File: src/rtl/scsd_pkg.sv
// Shared types, character codes and helper functions of the stepper and servo driver.
package scsd_pkg;

  // Kinds of input item.
  typedef enum logic [1:0] {
    CMD_BYTE = 2'd0,
    CMD_TICK = 2'd1,
    CMD_STOP = 2'd2,
    CMD_NOP  = 2'd3
  } cmd_e;

  // Parser state of the number field.
  typedef enum logic [1:0] {
    PH_SKIP   = 2'd0,
    PH_DIGITS = 2'd1,
    PH_DONE   = 2'd2
  } phase_e;

  // Operations handed from the line parser to the motor and servo back end.
  typedef enum logic [2:0] {
    OP_NONE   = 3'd0,
    OP_TICK   = 3'd1,
    OP_STOP   = 3'd2,
    OP_LOAD_H = 3'd3,
    OP_LOAD_V = 3'd4,
    OP_LOAD_L = 3'd5,
    OP_LOAD_R = 3'd6,
    OP_SERVO  = 3'd7
  } op_e;

  // Codes reported on applied_command.
  localparam logic [2:0] APPLIED_NONE = 3'd0;
  localparam logic [2:0] APPLIED_H    = 3'd1;
  localparam logic [2:0] APPLIED_V    = 3'd2;
  localparam logic [2:0] APPLIED_L    = 3'd3;
  localparam logic [2:0] APPLIED_R    = 3'd4;
  localparam logic [2:0] APPLIED_S    = 3'd5;

  // Character codes.
  localparam logic [7:0] CH_NL    = 8'h0A;
  localparam logic [7:0] CH_CR    = 8'h0D;
  localparam logic [7:0] CH_TAB   = 8'h09;
  localparam logic [7:0] CH_VT    = 8'h0B;
  localparam logic [7:0] CH_FF    = 8'h0C;
  localparam logic [7:0] CH_SPACE = 8'h20;
  localparam logic [7:0] CH_PLUS  = 8'h2B;
  localparam logic [7:0] CH_MINUS = 8'h2D;
  localparam logic [7:0] CH_0     = 8'h30;
  localparam logic [7:0] CH_9     = 8'h39;
  localparam logic [7:0] CH_LC_A  = 8'h61;
  localparam logic [7:0] CH_LC_Z  = 8'h7A;
  localparam logic [7:0] CH_CASE  = 8'h20;
  localparam logic [7:0] CH_H     = 8'h48;
  localparam logic [7:0] CH_V     = 8'h56;
  localparam logic [7:0] CH_L     = 8'h4C;
  localparam logic [7:0] CH_R     = 8'h52;
  localparam logic [7:0] CH_S     = 8'h53;

  // Number limits.
  localparam logic [31:0] MAG_LIMIT = 32'h8000_0000;
  localparam logic [31:0] POS_MAX   = 32'h7FFF_FFFF;

  // Servo scaling: pulse = 500 + angle * 2000 / 270.
  localparam logic [11:0] SERVO_BASE         = 12'd500;
  localparam logic [8:0]  SERVO_MAX_ANGLE    = 9'd270;
  localparam logic [11:0] SERVO_CLOSED_PULSE = 12'd981;
  // ceil(2^21 / 27) * 200; exact for every angle up to 270 after a shift by 21.
  localparam logic [23:0] SERVO_RECIP        = 24'd15534600;
  localparam int          SERVO_SHIFT        = 21;

  typedef struct packed {
    op_e         kind;
    logic [31:0] value;
  } op_t;

  typedef struct packed {
    logic [3:0]  horizontal_coils;
    logic [3:0]  left_coils;
    logic [3:0]  right_coils;
    logic [11:0] servo_pulse_us;
    logic [31:0] horizontal_remaining;
    logic [31:0] left_remaining;
    logic [31:0] right_remaining;
    logic [2:0]  applied_command;
  } result_t;

  // Half-step coil pattern for a phase index.
  function automatic logic [3:0] coil_pattern(input logic [2:0] idx);
    logic [3:0] pat;
    case (idx)
      3'd0:    pat = 4'h1;
      3'd1:    pat = 4'h3;
      3'd2:    pat = 4'h2;
      3'd3:    pat = 4'h6;
      3'd4:    pat = 4'h4;
      3'd5:    pat = 4'hC;
      3'd6:    pat = 4'h8;
      3'd7:    pat = 4'h9;
      default: pat = 4'h0;
    endcase
    return pat;
  endfunction

  // Servo pulse for the low 16 bits of a line value, clamped to the maximum angle.
  function automatic logic [11:0] servo_pulse(input logic [15:0] angle_raw);
    logic [8:0]  angle;
    logic [32:0] prod;
    logic [10:0] span;
    angle = (angle_raw > 16'(SERVO_MAX_ANGLE)) ? SERVO_MAX_ANGLE : angle_raw[8:0];
    prod  = 33'(angle) * 33'(SERVO_RECIP);
    span  = prod[SERVO_SHIFT +: 11];
    return SERVO_BASE + 12'(span);
  endfunction

endpackage

File: src/rtl/serial_command_stepper_servo_driver.sv
// Top level of the serial command stepper and servo driver.
//
// Every accepted item (serial byte, step tick, stop or no-op) gives exactly one result, in order.
// The line parser classifies an item in the cycle it is accepted and puts an operation into
// a two-entry queue; the back end takes one operation per cycle while the result queue has room,
// updates step counts, motor phases and servo pulse, and writes the new state into a two-entry
// result queue. One item per cycle is sustained while results are popped; a result passes through
// the operation queue and then the result queue before it shows on the result ports. Each queue
// lets its side run on while the other stalls, so full rises only after both queues have filled.
module serial_command_stepper_servo_driver
  import scsd_pkg::*;
#(
  parameter int LINE_CAPACITY = 32
) (
  input  logic        clk_i,
  input  logic        rst_ni,
  input  logic        push,
  output logic        full,
  input  logic [1:0]  command_i,
  input  logic [7:0]  rx_byte_i,
  output logic        empty,
  input  logic        pop,
  output logic [3:0]  horizontal_coils_o,
  output logic [3:0]  left_coils_o,
  output logic [3:0]  right_coils_o,
  output logic [11:0] servo_pulse_us_o,
  output logic [31:0] horizontal_remaining_o,
  output logic [31:0] left_remaining_o,
  output logic [31:0] right_remaining_o,
  output logic [2:0]  applied_command_o
);

  op_t     front_op;
  op_t     back_op;
  result_t back_result;
  result_t out_result;
  logic    in_accept;
  logic    op_empty;
  logic    res_full;
  logic    exec;

  assign in_accept = push && !full;
  assign exec      = !op_empty && !res_full;

  scsd_front #(
    .LINE_CAPACITY(LINE_CAPACITY)
  ) u_front (
    .clk_i     (clk_i),
    .rst_ni    (rst_ni),
    .accept_i  (in_accept),
    .command_i (command_i),
    .rx_byte_i (rx_byte_i),
    .op_o      (front_op)
  );

  scsd_fifo #(
    .WIDTH($bits(op_t)),
    .DEPTH(2)
  ) u_op_fifo (
    .clk_i   (clk_i),
    .rst_ni  (rst_ni),
    .push_i  (in_accept),
    .full_o  (full),
    .wdata_i (front_op),
    .pop_i   (exec),
    .empty_o (op_empty),
    .rdata_o (back_op)
  );

  scsd_back u_back (
    .clk_i    (clk_i),
    .rst_ni   (rst_ni),
    .exec_i   (exec),
    .op_i     (back_op),
    .result_o (back_result)
  );

  scsd_fifo #(
    .WIDTH($bits(result_t)),
    .DEPTH(2)
  ) u_res_fifo (
    .clk_i   (clk_i),
    .rst_ni  (rst_ni),
    .push_i  (exec),
    .full_o  (res_full),
    .wdata_i (back_result),
    .pop_i   (pop),
    .empty_o (empty),
    .rdata_o (out_result)
  );

  assign horizontal_coils_o     = out_result.horizontal_coils;
  assign left_coils_o           = out_result.left_coils;
  assign right_coils_o          = out_result.right_coils;
  assign servo_pulse_us_o       = out_result.servo_pulse_us;
  assign horizontal_remaining_o = out_result.horizontal_remaining;
  assign left_remaining_o       = out_result.left_remaining;
  assign right_remaining_o      = out_result.right_remaining;
  assign applied_command_o      = out_result.applied_command;

endmodule

File: src/rtl/scsd_fifo.sv
// Small register queue used between the parser and back end and in front of the result ports.
module scsd_fifo
  import scsd_pkg::*;
#(
  parameter int WIDTH = 8,
  parameter int DEPTH = 2
) (
  input  logic             clk_i,
  input  logic             rst_ni,
  input  logic             push_i,
  output logic             full_o,
  input  logic [WIDTH-1:0] wdata_i,
  input  logic             pop_i,
  output logic             empty_o,
  output logic [WIDTH-1:0] rdata_o
);

  localparam int PtrW = (DEPTH > 1) ? $clog2(DEPTH) : 1;
  localparam int CntW = $clog2(DEPTH + 1);

  logic [WIDTH-1:0] mem_q [DEPTH];
  logic [PtrW-1:0]  wr_ptr_q, wr_ptr_d;
  logic [PtrW-1:0]  rd_ptr_q, rd_ptr_d;
  logic [CntW-1:0]  count_q, count_d;
  logic             do_push, do_pop;

  assign full_o  = (count_q == CntW'(DEPTH));
  assign empty_o = (count_q == '0);
  assign do_push = push_i && !full_o;
  assign do_pop  = pop_i && !empty_o;
  assign rdata_o = mem_q[rd_ptr_q];

  always_comb begin
    wr_ptr_d = wr_ptr_q;
    rd_ptr_d = rd_ptr_q;
    count_d  = count_q;
    if (do_push) begin
      wr_ptr_d = (wr_ptr_q == PtrW'(DEPTH - 1)) ? '0 : wr_ptr_q + 1'b1;
    end
    if (do_pop) begin
      rd_ptr_d = (rd_ptr_q == PtrW'(DEPTH - 1)) ? '0 : rd_ptr_q + 1'b1;
    end
    if (do_push && !do_pop) begin
      count_d = count_q + 1'b1;
    end else if (do_pop && !do_push) begin
      count_d = count_q - 1'b1;
    end
  end

  always_ff @(posedge clk_i or negedge rst_ni) begin
    if (!rst_ni) begin
      wr_ptr_q <= '0;
      rd_ptr_q <= '0;
      count_q  <= '0;
    end else begin
      wr_ptr_q <= wr_ptr_d;
      rd_ptr_q <= rd_ptr_d;
      count_q  <= count_d;
    end
  end

  always_ff @(posedge clk_i) begin
    if (do_push) begin
      mem_q[wr_ptr_q] <= wdata_i;
    end
  end

endmodule

File: src/rtl/scsd_front.sv
// Line parser: collects serial bytes into commands and classifies every item as an operation.
module scsd_front
  import scsd_pkg::*;
#(
  parameter int LINE_CAPACITY = 32
) (
  input  logic       clk_i,
  input  logic       rst_ni,
  input  logic       accept_i,
  input  logic [1:0] command_i,
  input  logic [7:0] rx_byte_i,
  output op_t        op_o
);

  localparam int PosW = $clog2(LINE_CAPACITY);

  logic [7:0]      letter_q, letter_d;
  logic [PosW-1:0] pos_q, pos_d;
  phase_e          phase_q, phase_d;
  logic            neg_q, neg_d;
  logic [31:0]     mag_q, mag_d;

  logic [35:0] mag_next;
  logic [31:0] line_value;
  logic [7:0]  letter_uc;
  logic        feed_digit;
  logic        clear_line;

  always_comb begin
    mag_next   = {mag_q, 3'b000} + {3'b000, mag_q, 1'b0} + 36'(rx_byte_i - CH_0);
    line_value = neg_q ? (32'd0 - mag_q) : (mag_q[31] ? POS_MAX : mag_q);
    letter_uc  = (letter_q inside {[CH_LC_A:CH_LC_Z]}) ? (letter_q - CH_CASE) : letter_q;

    letter_d   = letter_q;
    pos_d      = pos_q;
    phase_d    = phase_q;
    neg_d      = neg_q;
    mag_d      = mag_q;
    feed_digit = 1'b0;
    clear_line = 1'b0;
    op_o.kind  = OP_NONE;
    op_o.value = line_value;

    case (cmd_e'(command_i))
      CMD_BYTE: begin
        if (rx_byte_i == CH_NL) begin
          clear_line = 1'b1;
          if (pos_q != '0) begin
            case (letter_uc)
              CH_H:    op_o.kind = OP_LOAD_H;
              CH_V:    op_o.kind = OP_LOAD_V;
              CH_L:    op_o.kind = OP_LOAD_L;
              CH_R:    op_o.kind = OP_LOAD_R;
              CH_S:    op_o.kind = OP_SERVO;
              default: op_o.kind = OP_NONE;
            endcase
          end
        end else if (pos_q >= PosW'(LINE_CAPACITY - 1)) begin
          // A full line is dropped together with the byte that overflowed it.
          clear_line = 1'b1;
        end else if (rx_byte_i != CH_CR) begin
          pos_d = pos_q + 1'b1;
          if (pos_q == '0) begin
            letter_d = rx_byte_i;
          end else begin
            case (phase_q)
              PH_SKIP: begin
                if (rx_byte_i inside {CH_SPACE, CH_TAB, CH_VT, CH_FF, CH_NL, CH_CR}) begin
                  phase_d = PH_SKIP;
                end else if (rx_byte_i inside {CH_PLUS, CH_MINUS}) begin
                  neg_d   = (rx_byte_i == CH_MINUS);
                  phase_d = PH_DIGITS;
                end else begin
                  // The first non-blank, non-sign byte is already part of the digits.
                  feed_digit = 1'b1;
                end
              end
              PH_DIGITS: feed_digit = 1'b1;
              default:   phase_d = phase_q;
            endcase
            if (feed_digit) begin
              if (rx_byte_i inside {[CH_0:CH_9]}) begin
                phase_d = PH_DIGITS;
                mag_d   = (mag_next > 36'(MAG_LIMIT)) ? MAG_LIMIT : mag_next[31:0];
              end else begin
                phase_d = PH_DONE;
              end
            end
          end
        end
      end
      CMD_TICK: op_o.kind = OP_TICK;
      CMD_STOP: op_o.kind = OP_STOP;
      default:  op_o.kind = OP_NONE;
    endcase

    if (clear_line) begin
      letter_d = '0;
      pos_d    = '0;
      phase_d  = PH_SKIP;
      neg_d    = 1'b0;
      mag_d    = '0;
    end
  end

  always_ff @(posedge clk_i or negedge rst_ni) begin
    if (!rst_ni) begin
      letter_q <= '0;
      pos_q    <= '0;
      phase_q  <= PH_SKIP;
      neg_q    <= 1'b0;
      mag_q    <= '0;
    end else if (accept_i) begin
      letter_q <= letter_d;
      pos_q    <= pos_d;
      phase_q  <= phase_d;
      neg_q    <= neg_d;
      mag_q    <= mag_d;
    end
  end

endmodule

File: src/rtl/scsd_back.sv
// Back end: holds step counts, motor phases and servo pulse; does one operation a cycle on exec_i.
module scsd_back
  import scsd_pkg::*;
(
  input  logic    clk_i,
  input  logic    rst_ni,
  input  logic    exec_i,
  input  op_t     op_i,
  output result_t result_o
);

  logic [31:0] remain_q [3];
  logic [31:0] remain_d [3];
  logic [2:0]  idx_q [3];
  logic [2:0]  idx_d [3];
  logic [3:0]  coils_q [3];
  logic [3:0]  coils_d [3];
  logic [11:0] servo_q, servo_d;
  logic [2:0]  applied;
  logic        forward;
  logic        turn_up;

  always_comb begin
    servo_d = servo_q;
    applied = APPLIED_NONE;
    forward = 1'b0;
    turn_up = 1'b0;
    for (int m = 0; m < 3; m++) begin
      remain_d[m] = remain_q[m];
      idx_d[m]    = idx_q[m];
      coils_d[m]  = coils_q[m];
    end

    case (op_i.kind)
      OP_TICK: begin
        for (int m = 0; m < 3; m++) begin
          if (remain_q[m] != '0) begin
            forward = !remain_q[m][31];
            // The right vertical motor is mounted mirrored.
            turn_up = (m == 2) ? !forward : forward;
            idx_d[m]    = turn_up ? idx_q[m] + 3'd1 : idx_q[m] - 3'd1;
            coils_d[m]  = coil_pattern(idx_d[m]);
            remain_d[m] = forward ? remain_q[m] - 32'd1 : remain_q[m] + 32'd1;
          end
        end
      end
      OP_STOP: begin
        for (int m = 0; m < 3; m++) begin
          remain_d[m] = '0;
        end
        servo_d = SERVO_CLOSED_PULSE;
      end
      OP_LOAD_H: begin
        remain_d[0] = op_i.value;
        applied     = APPLIED_H;
      end
      OP_LOAD_V: begin
        remain_d[1] = op_i.value;
        remain_d[2] = op_i.value;
        applied     = APPLIED_V;
      end
      OP_LOAD_L: begin
        remain_d[1] = op_i.value;
        applied     = APPLIED_L;
      end
      OP_LOAD_R: begin
        remain_d[2] = op_i.value;
        applied     = APPLIED_R;
      end
      OP_SERVO: begin
        servo_d = servo_pulse(op_i.value[15:0]);
        applied = APPLIED_S;
      end
      default: applied = APPLIED_NONE;
    endcase

    result_o.horizontal_coils     = coils_d[0];
    result_o.left_coils           = coils_d[1];
    result_o.right_coils          = coils_d[2];
    result_o.servo_pulse_us       = servo_d;
    result_o.horizontal_remaining = remain_d[0];
    result_o.left_remaining       = remain_d[1];
    result_o.right_remaining      = remain_d[2];
    result_o.applied_command      = applied;
  end

  always_ff @(posedge clk_i or negedge rst_ni) begin
    if (!rst_ni) begin
      for (int m = 0; m < 3; m++) begin
        remain_q[m] <= '0;
        idx_q[m]    <= '0;
        coils_q[m]  <= '0;
      end
      servo_q <= SERVO_CLOSED_PULSE;
    end else if (exec_i) begin
      for (int m = 0; m < 3; m++) begin
        remain_q[m] <= remain_d[m];
        idx_q[m]    <= idx_d[m];
        coils_q[m]  <= coils_d[m];
      end
      servo_q <= servo_d;
    end
  end

endmodule
File: config.mk
export PLATFORM = sky130hd
export DESIGN_NAME = serial_command_stepper_servo_driver
export DESIGN_NICKNAME = d
export VERILOG_FILES = /design/src/rtl/scsd_pkg.sv /design/src/rtl/serial_command_stepper_servo_driver.sv /design/src/rtl/scsd_fifo.sv /design/src/rtl/scsd_front.sv /design/src/rtl/scsd_back.sv
export SDC_FILE = /design/constraint.sdc
export NUM_CORES = 1
export LEC_CHECK = 0
export ABC_AREA = 1
export BUFFER_PORTS_ARGS = -buffer_cell sky130_fd_sc_hd__buf_2
export CAP_MARGIN = 20
export CORE_MARGIN = 5
export CORE_UTILIZATION = 55
export CTS_CLUSTER_SIZE = 30
export DETAILED_ROUTE_END_ITERATION = 16
export PLACE_DENSITY_LB_ADDON = 0.15
export SYNTH_ARGS = -nofsm -noshare
export SYNTH_HDL_FRONTEND = slang
export SYNTH_SLANG_ARGS = --single-unit
File: constraint.sdc
create_clock -name clk_i -period 12 [get_ports clk_i]
set_input_delay 1.2 -clock clk_i [delete_from_list [all_inputs] [get_ports clk_i]]
set_output_delay 1.2 -clock clk_i [all_outputs]
set_load 0.05 [all_outputs]
=== Word level (Yosys, flattened, before mapping) ===
Memories as Yosys holds them, arrays and structs flattened.
Cells that the tools add are included.

* Bits in registers: 185
* RAM bits: 316
* Bits in read-only memories: 96
* Input port bits: 14
* Output and inout bits: 125
* Memories: 5

{| class="wikitable"
|+ Memory list
! name !! depth !! bits a word !! rd ports !! clocked after Yosys merged registers in !! write ports !! line !! source
|-
| u_res_fifo.mem_q || 2 || 123 || 1 || 0 || 1 || scsd_fifo.sv:21 || <nowiki>logic [WIDTH-1:0] mem_q [DEPTH];</nowiki>
|-
| u_op_fifo.mem_q || 2 || 35 || 1 || 0 || 1 || scsd_fifo.sv:21 ||
|-
| (name not given) || 8 || 4 || 1 || 0 || 0 || scsd_pkg.sv:90 || <nowiki>case (idx)</nowiki>
|-
| (name not given) || 8 || 4 || 1 || 0 || 0 || scsd_pkg.sv:90 ||
|-
| (name not given) || 8 || 4 || 1 || 0 || 0 || scsd_pkg.sv:90 ||
|}

* Add/sub/neg operators: 27
* Multiply operators: 1
* Magnitude comparators: 7
* Equal/unequal tests: 30
* Muxes and demuxes: 89
* Reduce and logical (&&, ||, !) cells: 52

{| class="wikitable"
|+ Operator list
! operator !! number
|-
| $mux 32 || 16
|-
| $pmux 32 s3 || 3
|-
| $add 32x1->32 const B || 3
|-
| $reduce_bool 32->1 || 3
|-
| $sub 32x1->32 const B || 3
|-
| $mux 8 || 7
|-
| $eq 8x4->1 const B || 5
|-
| $eq 8x7->1 const B || 5
|-
| $add 35x33->36 || 1
|-
| $add 36x36->36 || 1
|-
| $gt 36x32->1 const B || 1
|-
| $sub 1x32->32 const A || 1
|-
| $mux 31 || 1
|-
| $mux 2 || 15
|-
| $pmux 3 s5 || 2
|-
| $mul 9x21->29 const B || 1
|-
| $mux 1 || 27
|-
| $mux 5 || 5
|-
| $eq 8x6->1 const B || 3
|-
| $pmux 12 s2 || 1
|-
| $reduce_bool 2->1 || 10
|-
| $gt 16x9->1 const B || 1
|-
| $reduce_and 8->1 || 2
|-
| $mux 3 || 5
|-
| other kinds (39) || 84
|}

=== Longest topological paths before layout ===
Gate-level depths: netlist of run 1.

* Depth in word-level cells: 17
* Gate-level depth with buffers: 43

=== Modules after synthesis ===
Synthesis of run 1 repeated with hierarchy kept, for this count alone.

* Cells, all modules: 4229
* Area total of the unflattened synthesis: 33892.5 um^2

{| class="wikitable"
|+ Modules (own cells, without submodules)
! module !! instances !! cells an instance !! area each (um^2) !! seq. area each (um^2)
|-
| scsd_back || 1 || 2181 || 14810.5 || 3236.9
|-
| scsd_fifo (u_res_fifo) || 1 || 674 || 9193.8 || 7487.2
|-
| scsd_front || 1 || 1157 || 7094.3 || 1201.2
|-
| scsd_fifo (u_op_fifo) || 1 || 214 || 2780.2 || 2202.1
|-
| serial_command_stepper_servo_driver || 1 || 3 || 13.8 || 0.0
|}

=== Worst setup path before layout of run 1 ===
OpenSTA, ideal clock, no wires.

* Path type: in2reg
* Start point: in rx_byte_i[4]
* End point: reg u_front.mag_q[23]
* Library setup time: 118 ps
* Arrival: 6718 ps
* Setup slack: 5165 ps
* Stages: 21
* Cell sequence: ha_1 -> nor3_1 -> fa_1 -> ha_1 -> nand2_1 -> nor4_1 -> nand2_1 -> o211ai_1 -> nand2_1 -> nand2_1 -> nand2_1 -> nand2_1 -> xor2_1 -> nor2_1 -> nand2_1 -> nor2_1 -> nand4_1 -> nand2_1 -> buf_2 -> nand3_1 -> nand2_1

* Cells in the longest elaborated chain, start to end: 12

{| class="wikitable"
|+ Ends and longest elaborated chain
! what !! line !! source
|-
| from (decl) || serial_command_stepper_servo_driver.sv:20 || <nowiki>input logic [7:0] rx_byte_i,</nowiki>
|-
| $sub 8x6->9 or $eq 8x6->1 (tied branches) || scsd_front.sv:30, scsd_front.sv:70 ||
|-
| $add 36x36->36 or $reduce_bool 2->1 (tied branches) || scsd_front.sv:30, scsd_front.sv:70 ||
|-
| $gt 36x32->1 or $mux 1 (tied branches) || scsd_front.sv:84, scsd_front.sv:70 ||
|-
| $mux 32 or $mux 1 (tied branches) || scsd_front.sv:84, scsd_front.sv:68 ||
|-
| $mux 32 or $pmux 1 s2 (tied branches) || scsd_front.sv:82, scsd_front.sv:66 ||
|-
| $mux 32 or $mux 1 (tied branches) || scsd_front.sv:81, scsd_front.sv:63 ||
|-
| $mux 32 or $mux 1 (tied branches) || scsd_front.sv:63, scsd_front.sv:61 ||
|-
| $mux 32 or $mux 1 (tied branches) || scsd_front.sv:61, scsd_front.sv:58 ||
|-
| $mux 32 or $mux 1 (tied branches) || scsd_front.sv:58, scsd_front.sv:46 ||
|-
| $mux 32 or $mux 1 (tied branches) || scsd_front.sv:46, scsd_front.sv:44 ||
|-
| $mux 32 or $reduce_bool 2->1 (tied branches) || - ||
|-
| $mux 32 or $reduce_and 8->1 (tied branches) || - ||
|-
| to (signal assigned) || scsd_front.sv:118 || <nowiki>mag_q <= mag_d;</nowiki>
|-
| to (decl) || scsd_front.sv:21 || <nowiki>logic [31:0] mag_q, mag_d;</nowiki>
|}

Several ways; a longest one is shown, not always the timed one. The select of a mux whose other input is x is not followed.
A chain may end at the register's enable or synchronous reset.

==> results.sh, run 1 <==
export IMPL_status="finished, final reports clean"
export IMPL_synth_area_mux_share_pct=0.253
export IMPL_r2r_end="u_res_fifo.mem_q[1][107]"
export IMPL_fillers=5143
export IMPL_netlist_area_um2=32200
export IMPL_grt_overflow=0
export IMPL_ys_ff_latch=501
export IMPL_antenna_found_initial=0
export IMPL_place_area_um2=33600
export IMPL_cts_sinks=501
export IMPL_grt_total_usage_pct=26.4
export IMPL_cp_max_fo=29
export IMPL_fin_skew_ps=27.6
export IMPL_worst_path_largest_cell_delay_ps=560
export IMPL_ys_top_cells_by_area="edfxtp_1 (29%), dfrtp_1 (14%), nand2_1 (14%)"
export IMPL_yosysTopAreaCellShare_pct=29.5
export IMPL_insertedDiodeCount=0
export IMPL_die_w_um=252
export IMPL_fin_crit_sh_pct=59.5
export IMPL_die_area_um2=63500
export IMPL_routed_via_density=5.61
export IMPL_final_setup_tns_ps=0
export IMPL_synthArstFlopShare_pct=36.9
export IMPL_yosysSeqAreaShare_pct=43.9
export IMPL_layout_area_seq_um2=14100
export IMPL_required_ps=12350
export IMPL_slowest_stage="dfrtp_1"
export IMPL_ant_nets=0
export IMPL_cp_arrival_ps=7490
export IMPL_grt_pass1_vias=25300
export IMPL_cts_setup_buffers=0
export IMPL_die_y_um=252
export IMPL_start_kind="flip-flop"
export IMPL_place_port_buffers=138
export IMPL_cts_repair_resized=0
export IMPL_wire_per_inst_um=17.8
export IMPL_drc=0
export IMPL_multi_input_area_um2=16200
export IMPL_grt_pass1_wl_um=136000
export IMPL_synth_compound_area_share_pct=12.0
export IMPL_vias=26600
export IMPL_routabilityCongestion=0.929
export IMPL_yosys_area_share_simple_pct=22.8
export IMPL_cp_common_cell="nand2_1"
export IMPL_top_level_ports=139
export IMPL_ff2ff_setup_slack_ps=4860
export IMPL_holdBufCountCts=0
export IMPL_grt_max_degree=124
export IMPL_synth_top_family_by_area="simple AND/OR/NAND/NOR gates"
export IMPL_yosys_most_used_dff="edfxtp_1"
export IMPL_clock_latency_ps=610
export IMPL_avgSynthCellArea_um2=8.41
export IMPL_nets=4217
export IMPL_finalSetupViolCount=0
export IMPL_wl_um=84700
export IMPL_synth_edff_count=316
export IMPL_timing_final_crit_period_ps=7140
export IMPL_synth_xor_area_share_pct=3.46
export IMPL_root_buffer="clkbuf_16"
export IMPL_fin_area_um2=35300
export IMPL_dpl_cell_count=4646
export IMPL_hold_depth=2
export IMPL_ys_warn_count=0
export IMPL_grt_setup_unrepaired="no"
export IMPL_ff2ff_path_depth=35
export IMPL_cts_tree="yes"
export IMPL_htreeDepth=2
export IMPL_yosysTopAreaCell="edfxtp_1"
export IMPL_critPathCaptureType="flip-flop"
export IMPL_core_area_um2=57800
export IMPL_final_cells=4744
export IMPL_ctsLongestPathBuffers=3
export IMPL_timing_fmax_mhz=140
export IMPL_hold_end="u_back.servo_q[8]"
export IMPL_syn2layout_area_growth_pct=9.77
export IMPL_synthCells=3827
export IMPL_hp_class="flip-flop to flip-flop"
export IMPL_rows=88
export IMPL_cts_clk_slew_worst_paths_ps=60
export IMPL_finalHoldViolCount=0
export IMPL_drt_iter0_markers=2063
export IMPL_start_util_pct=55.7
export IMPL_yosysMostFrequentCell="nand2_1"
export IMPL_hp_start="u_back.servo_q[8]"
export IMPL_whs_ps=468
export IMPL_cap_violations=0
export IMPL_slew_headroom_pct=21.1
export IMPL_slew_violations=0
export IMPL_critPathKind="flip-flop to flip-flop"
export IMPL_crit_reg2reg_launch="u_op_fifo.rd_ptr_q"
export IMPL_worst_path_buf_inv=8
export IMPL_cp_top_family="simple AND/OR/NAND/NOR gates"
export IMPL_dp_hpwl_um=61900
export IMPL_drive_gt1_share_pct=7.97
export IMPL_yosys_top_cells_count="nand2_1 (1173), inv_1 (369), edfxtp_1 (316), nor2_1 (242), o21ai_0 (241)"
export IMPL_yosysUniqueCellTypes=61
export IMPL_firstDrtPassIters=6
export IMPL_numCtsBuffers=52
export IMPL_synth_adder_area_share_pct=11.8
export IMPL_tightest_slew_ps=1150
-- final cells by class --
cell class	instances	area share, %
Clock inverter	27	0.747
Multi-Input combinational cell	2839	46.0
Tap cell	765	2.71
Sequential cell	501	40.0
Timing Repair Buffer	163	2.55
Inverter	379	4.04
Clock buffer	70	3.99
-- metal layers --
layer	part of all wire (%)	track usage, %	vias up
met5	0	0	-
met4	2.8	6.85	0
met3	5.9	3.53	124
met2	47	44.1	694
met1	44	36.9	12600
li1	-	-	13200
-- worst max-delay path by stage --
stage	startpoint	endpoint	slack (ps)	cells past startpoint
after detailed placement	u_op_fifo.rd_ptr_q	u_res_fifo.mem_q[1][107]	4860	35
after global placement	u_op_fifo.rd_ptr_q	u_res_fifo.mem_q[0][107]	5110	35
final	u_op_fifo.rd_ptr_q	u_res_fifo.mem_q[1][107]	4860	35
after global routing	u_op_fifo.rd_ptr_q	u_res_fifo.mem_q[0][107]	4140	35
after CTS	u_op_fifo.rd_ptr_q	u_res_fifo.mem_q[1][107]	4860	35
after floorplan	rx_byte_i[4]	u_front.mag_q[23]	5160	21
-- logic make-up after synthesis --
family,after synthesis
muxes,8
AOI/OAI and AO/OA,656
adders and majority gates,267
DFF,501
other,2
xor gates and xnor gates,127
and+or+nand+nor,1777
buffers and inverters,489
-- registers in the layout, indices dropped and copies added, names as in the netlist, 2 cells and up --
register            count
u_op_fifo.count_q       2
u_front.pos_q           5
u_front.letter_q        8
u_back.coils_q         12
u_res_fifo.mem_q      246
u_front.mag_q          32
u_op_fifo.mem_q        70
u_back.servo_q         12
u_back.idx_q            9
u_front.phase_q         2
u_res_fifo.count_q      2
u_back.remain_q        96
-- metrics by stage --
step / util, % / setup WS [ps]
floorplan: - / 5160
global placement: 58.2 / 5110
detailed placement: 58.2 / 4860
CTS: 61.1 / 4860
global route: 61.1 / 4140
finish: 61.1 / 4860
-- placed cells by master (no fill, tap or decap), types with 40 or more instances in the layout --
| master | count |
|---|---|
| a21oi_1 | 201 |
| buf_2 | 137 |
| clkbuf_16 | 53 |
| dfrtp_1 | 177 |
| edfxtp_1 | 316 |
| fa_1 | 60 |
| ha_1 | 207 |
| inv_1 | 368 |
| nand2_1 | 1173 |
| nand3_1 | 192 |
| nor2_1 | 237 |
| nor3_1 | 40 |
| o211ai_1 | 45 |
| o21ai_0 | 241 |
| xnor2_1 | 45 |
| xor2_1 | 82 |
-- worst reg2reg max path: cells and delay by family (launching register included) --
family,cells,cell delay (ps)
AND/OR/NAND/NOR,21,2690
adder cells (fa/ha/maj),5,2180
buffers and inverters,8,1270
flip-flops,1,560
XOR/XNOR,1,180
Power of run 1 is left out: the tool's default activity adds up to more than one toggle a clock period on the data nets, which glitch-free logic cannot reach.
==> run 2: changes to the inputs <==
==> constraint.sdc (replaced) <==
create_clock -name clk_i -period 7.45 [get_ports clk_i]
set_input_delay 0.745 -clock clk_i [delete_from_list [all_inputs] [get_ports clk_i]]
set_output_delay 0.745 -clock clk_i [all_outputs]
set_load 0.05 [all_outputs]
==> run 2 against run 1 <==
First-iteration DRC count fell by 6.3%. Worst hold slack worse by 300 ps. Critical path depth shrank 1. Via count down 0.48%. Core utilization increased by 0.60 points. Maximum frequency increased by 6.5%. Critical endpoint is now u_res_fifo.mem_q[0][107].
==> results.sh, run 2 (synthesized netlist as in run 1, its figures left out) <==
export IMPL_status="finished, final reports clean"
export IMPL_wire_per_inst_um=17.9
export IMPL_critPathKind="flip-flop to flip-flop"
export IMPL_timing_fmax_mhz=149
export IMPL_cp_arrival_ps=7070
export IMPL_final_setup_tns_ps=0
export IMPL_htreeDepth=2
export IMPL_mostFrequentLayoutCell="nand2_1"
export IMPL_fillers=5024
export IMPL_slowest_stage="dfrtp_2"
export IMPL_cp_max_fo=29
export IMPL_largest_reg_flops=246
export IMPL_antenna_found_initial=1
export IMPL_nets=4223
export IMPL_finalHoldViolCount=0
export IMPL_drt_iter0_markers=1933
export IMPL_dpl_cell_count=4650
export IMPL_clock_latency_ps=620
export IMPL_routabilityCongestion=0.939
export IMPL_required_ps=7820
export IMPL_final_util_pct=61.7
export IMPL_regMostFlops="u_res_fifo.mem_q"
export IMPL_mostFrequentLayoutCells="nand2_1 (1173), inv_1 (368), edfxtp_1 (316)"
export IMPL_cts_tree="yes"
export IMPL_wl_um=85100
export IMPL_critPathCaptureType="flip-flop"
export IMPL_ff2ff_setup_slack_ps=750
export IMPL_worst_path_buf_inv=7
export IMPL_cts_sinks=501
export IMPL_drc=0
export IMPL_cts_setup_buffers=0
export IMPL_worst_path_largest_cell_delay_ps=550
export IMPL_core_area_um2=57800
export IMPL_tightest_slew_ps=1090
export IMPL_cts_clk_slew_worst_paths_ps=60
export IMPL_multi_input_area_um2=16200
export IMPL_cp_top_family="simple AND/OR/NAND/NOR gates"
export IMPL_place_port_buffers=138
export IMPL_grt_pass1_vias=25400
export IMPL_slew_violations=0
export IMPL_rows=88
export IMPL_dp_hpwl_um=62900
export IMPL_grt_max_degree=124
export IMPL_grt_total_usage_pct=26.4
export IMPL_routed_via_density=5.57
export IMPL_top_level_ports=139
export IMPL_grt_pass1_wl_um=135000
export IMPL_ctsLongestPathBuffers=3
export IMPL_place_area_um2=33700
export IMPL_start_util_pct=55.7
export IMPL_vias=26500
export IMPL_layout_area_seq_um2=14100
export IMPL_largest_registers="u_res_fifo.mem_q: 246 flops, u_back.remain_q: 96 flops, u_op_fifo.mem_q: 70 flops"
export IMPL_die_y_um=252
export IMPL_syn2layout_area_growth_pct=10.9
export IMPL_insertedDiodeCount=0
export IMPL_finalSetupViolCount=0
export IMPL_start_kind="flip-flop"
export IMPL_slew_headroom_pct=26.6
export IMPL_grt_overflow=0
export IMPL_cp_common_cell="nand2_1"
export IMPL_fin_crit_sh_pct=90.0
export IMPL_fin_skew_ps=38.2
export IMPL_holdBufCountCts=0
export IMPL_ant_nets=0
export IMPL_hp_class="primary input to asynchronous set/reset pin"
export IMPL_die_w_um=252
export IMPL_grt_setup_unrepaired="no"
export IMPL_cap_violations=0
export IMPL_drive_gt1_share_pct=8.48
export IMPL_root_buffer="clkbuf_16"
export IMPL_fin_area_um2=35700
export IMPL_firstDrtPassIters=6
export IMPL_final_cells=4752
export IMPL_die_area_um2=63500
export IMPL_numCtsBuffers=54
export IMPL_timing_final_crit_period_ps=6700
==> run 2: changes by cell type in the layout (fill, tap and decap cells not counted), sizes merged <==
cell,delta
bufinv,+9
buf,+4
clkinvlp,+2
clkbuf,-11
inv,+4
==> run 2: path summary, 6_finish.rpt <==
check                                         from                       end  cells after the start
worst max register to register  u_op_fifo.rd_ptr_q  u_res_fifo.mem_q[0][107]                     34
worst min-delay path                        rst_ni         u_back.coils_q[4]                      1
worst max-delay path            u_op_fifo.rd_ptr_q  u_res_fifo.mem_q[0][107]                     34
min in group clk_i                    rx_byte_i[0]          u_front.mag_q[0]                      3
max in group asynchronous                   rst_ni       u_res_fifo.rd_ptr_q                      2
worst min register to register   u_back.servo_q[9]         u_back.servo_q[9]                      2
==> run 2: worst register-to-register path: cells and delay by family (launching register included) <==
| kind | cells | cell delay, ps |
|---|---|---|
| DFF | 1 | 550 |
| xor gates and xnor gates | 1 | 200 |
| and+or+nand+nor | 21 | 2660 |
| buffers and inverters | 7 | 880 |
| adders and majority gates | 5 | 2180 |
==> run 2: metal layers <==
| layer | part of all wire (%) | global-route usage (%) |
|---|---|---|
| met5 | 0 | 0 |
| met4 | 4.2 | 9.91 |
| met3 | 6.6 | 4.80 |
| met2 | 46 | 43.3 |
| met1 | 43 | 35.4 |
==> run 2: stage by stage <==
step | hold slack [ps] | setup slack, ps
after floorplan | 445 | 691
after global placement | 454 | 675
after global routing | 249 | 43.7
final | 169 | 748
after CTS | 210 | 484
after detailed placement | 458 | 493
==> run 2: repair_timing <==
item	CTS	global route
gates resized for setup	0	3
setup endpoints to repair	0	15
hold endpoints to repair	0	0
==> run 2: cell type report <==
cell class | count | area share (%)
Inverter | 379 | 4.01
Clock buffer | 59 | 3.90
Clock inverter | 42 | 1.64
Timing Repair Buffer | 167 | 2.64
Tap cell | 765 | 2.68
Multi-Input combinational cell | 2839 | 45.5
Sequential cell | 501 | 39.6
Power of run 2 is left out for the same reason.
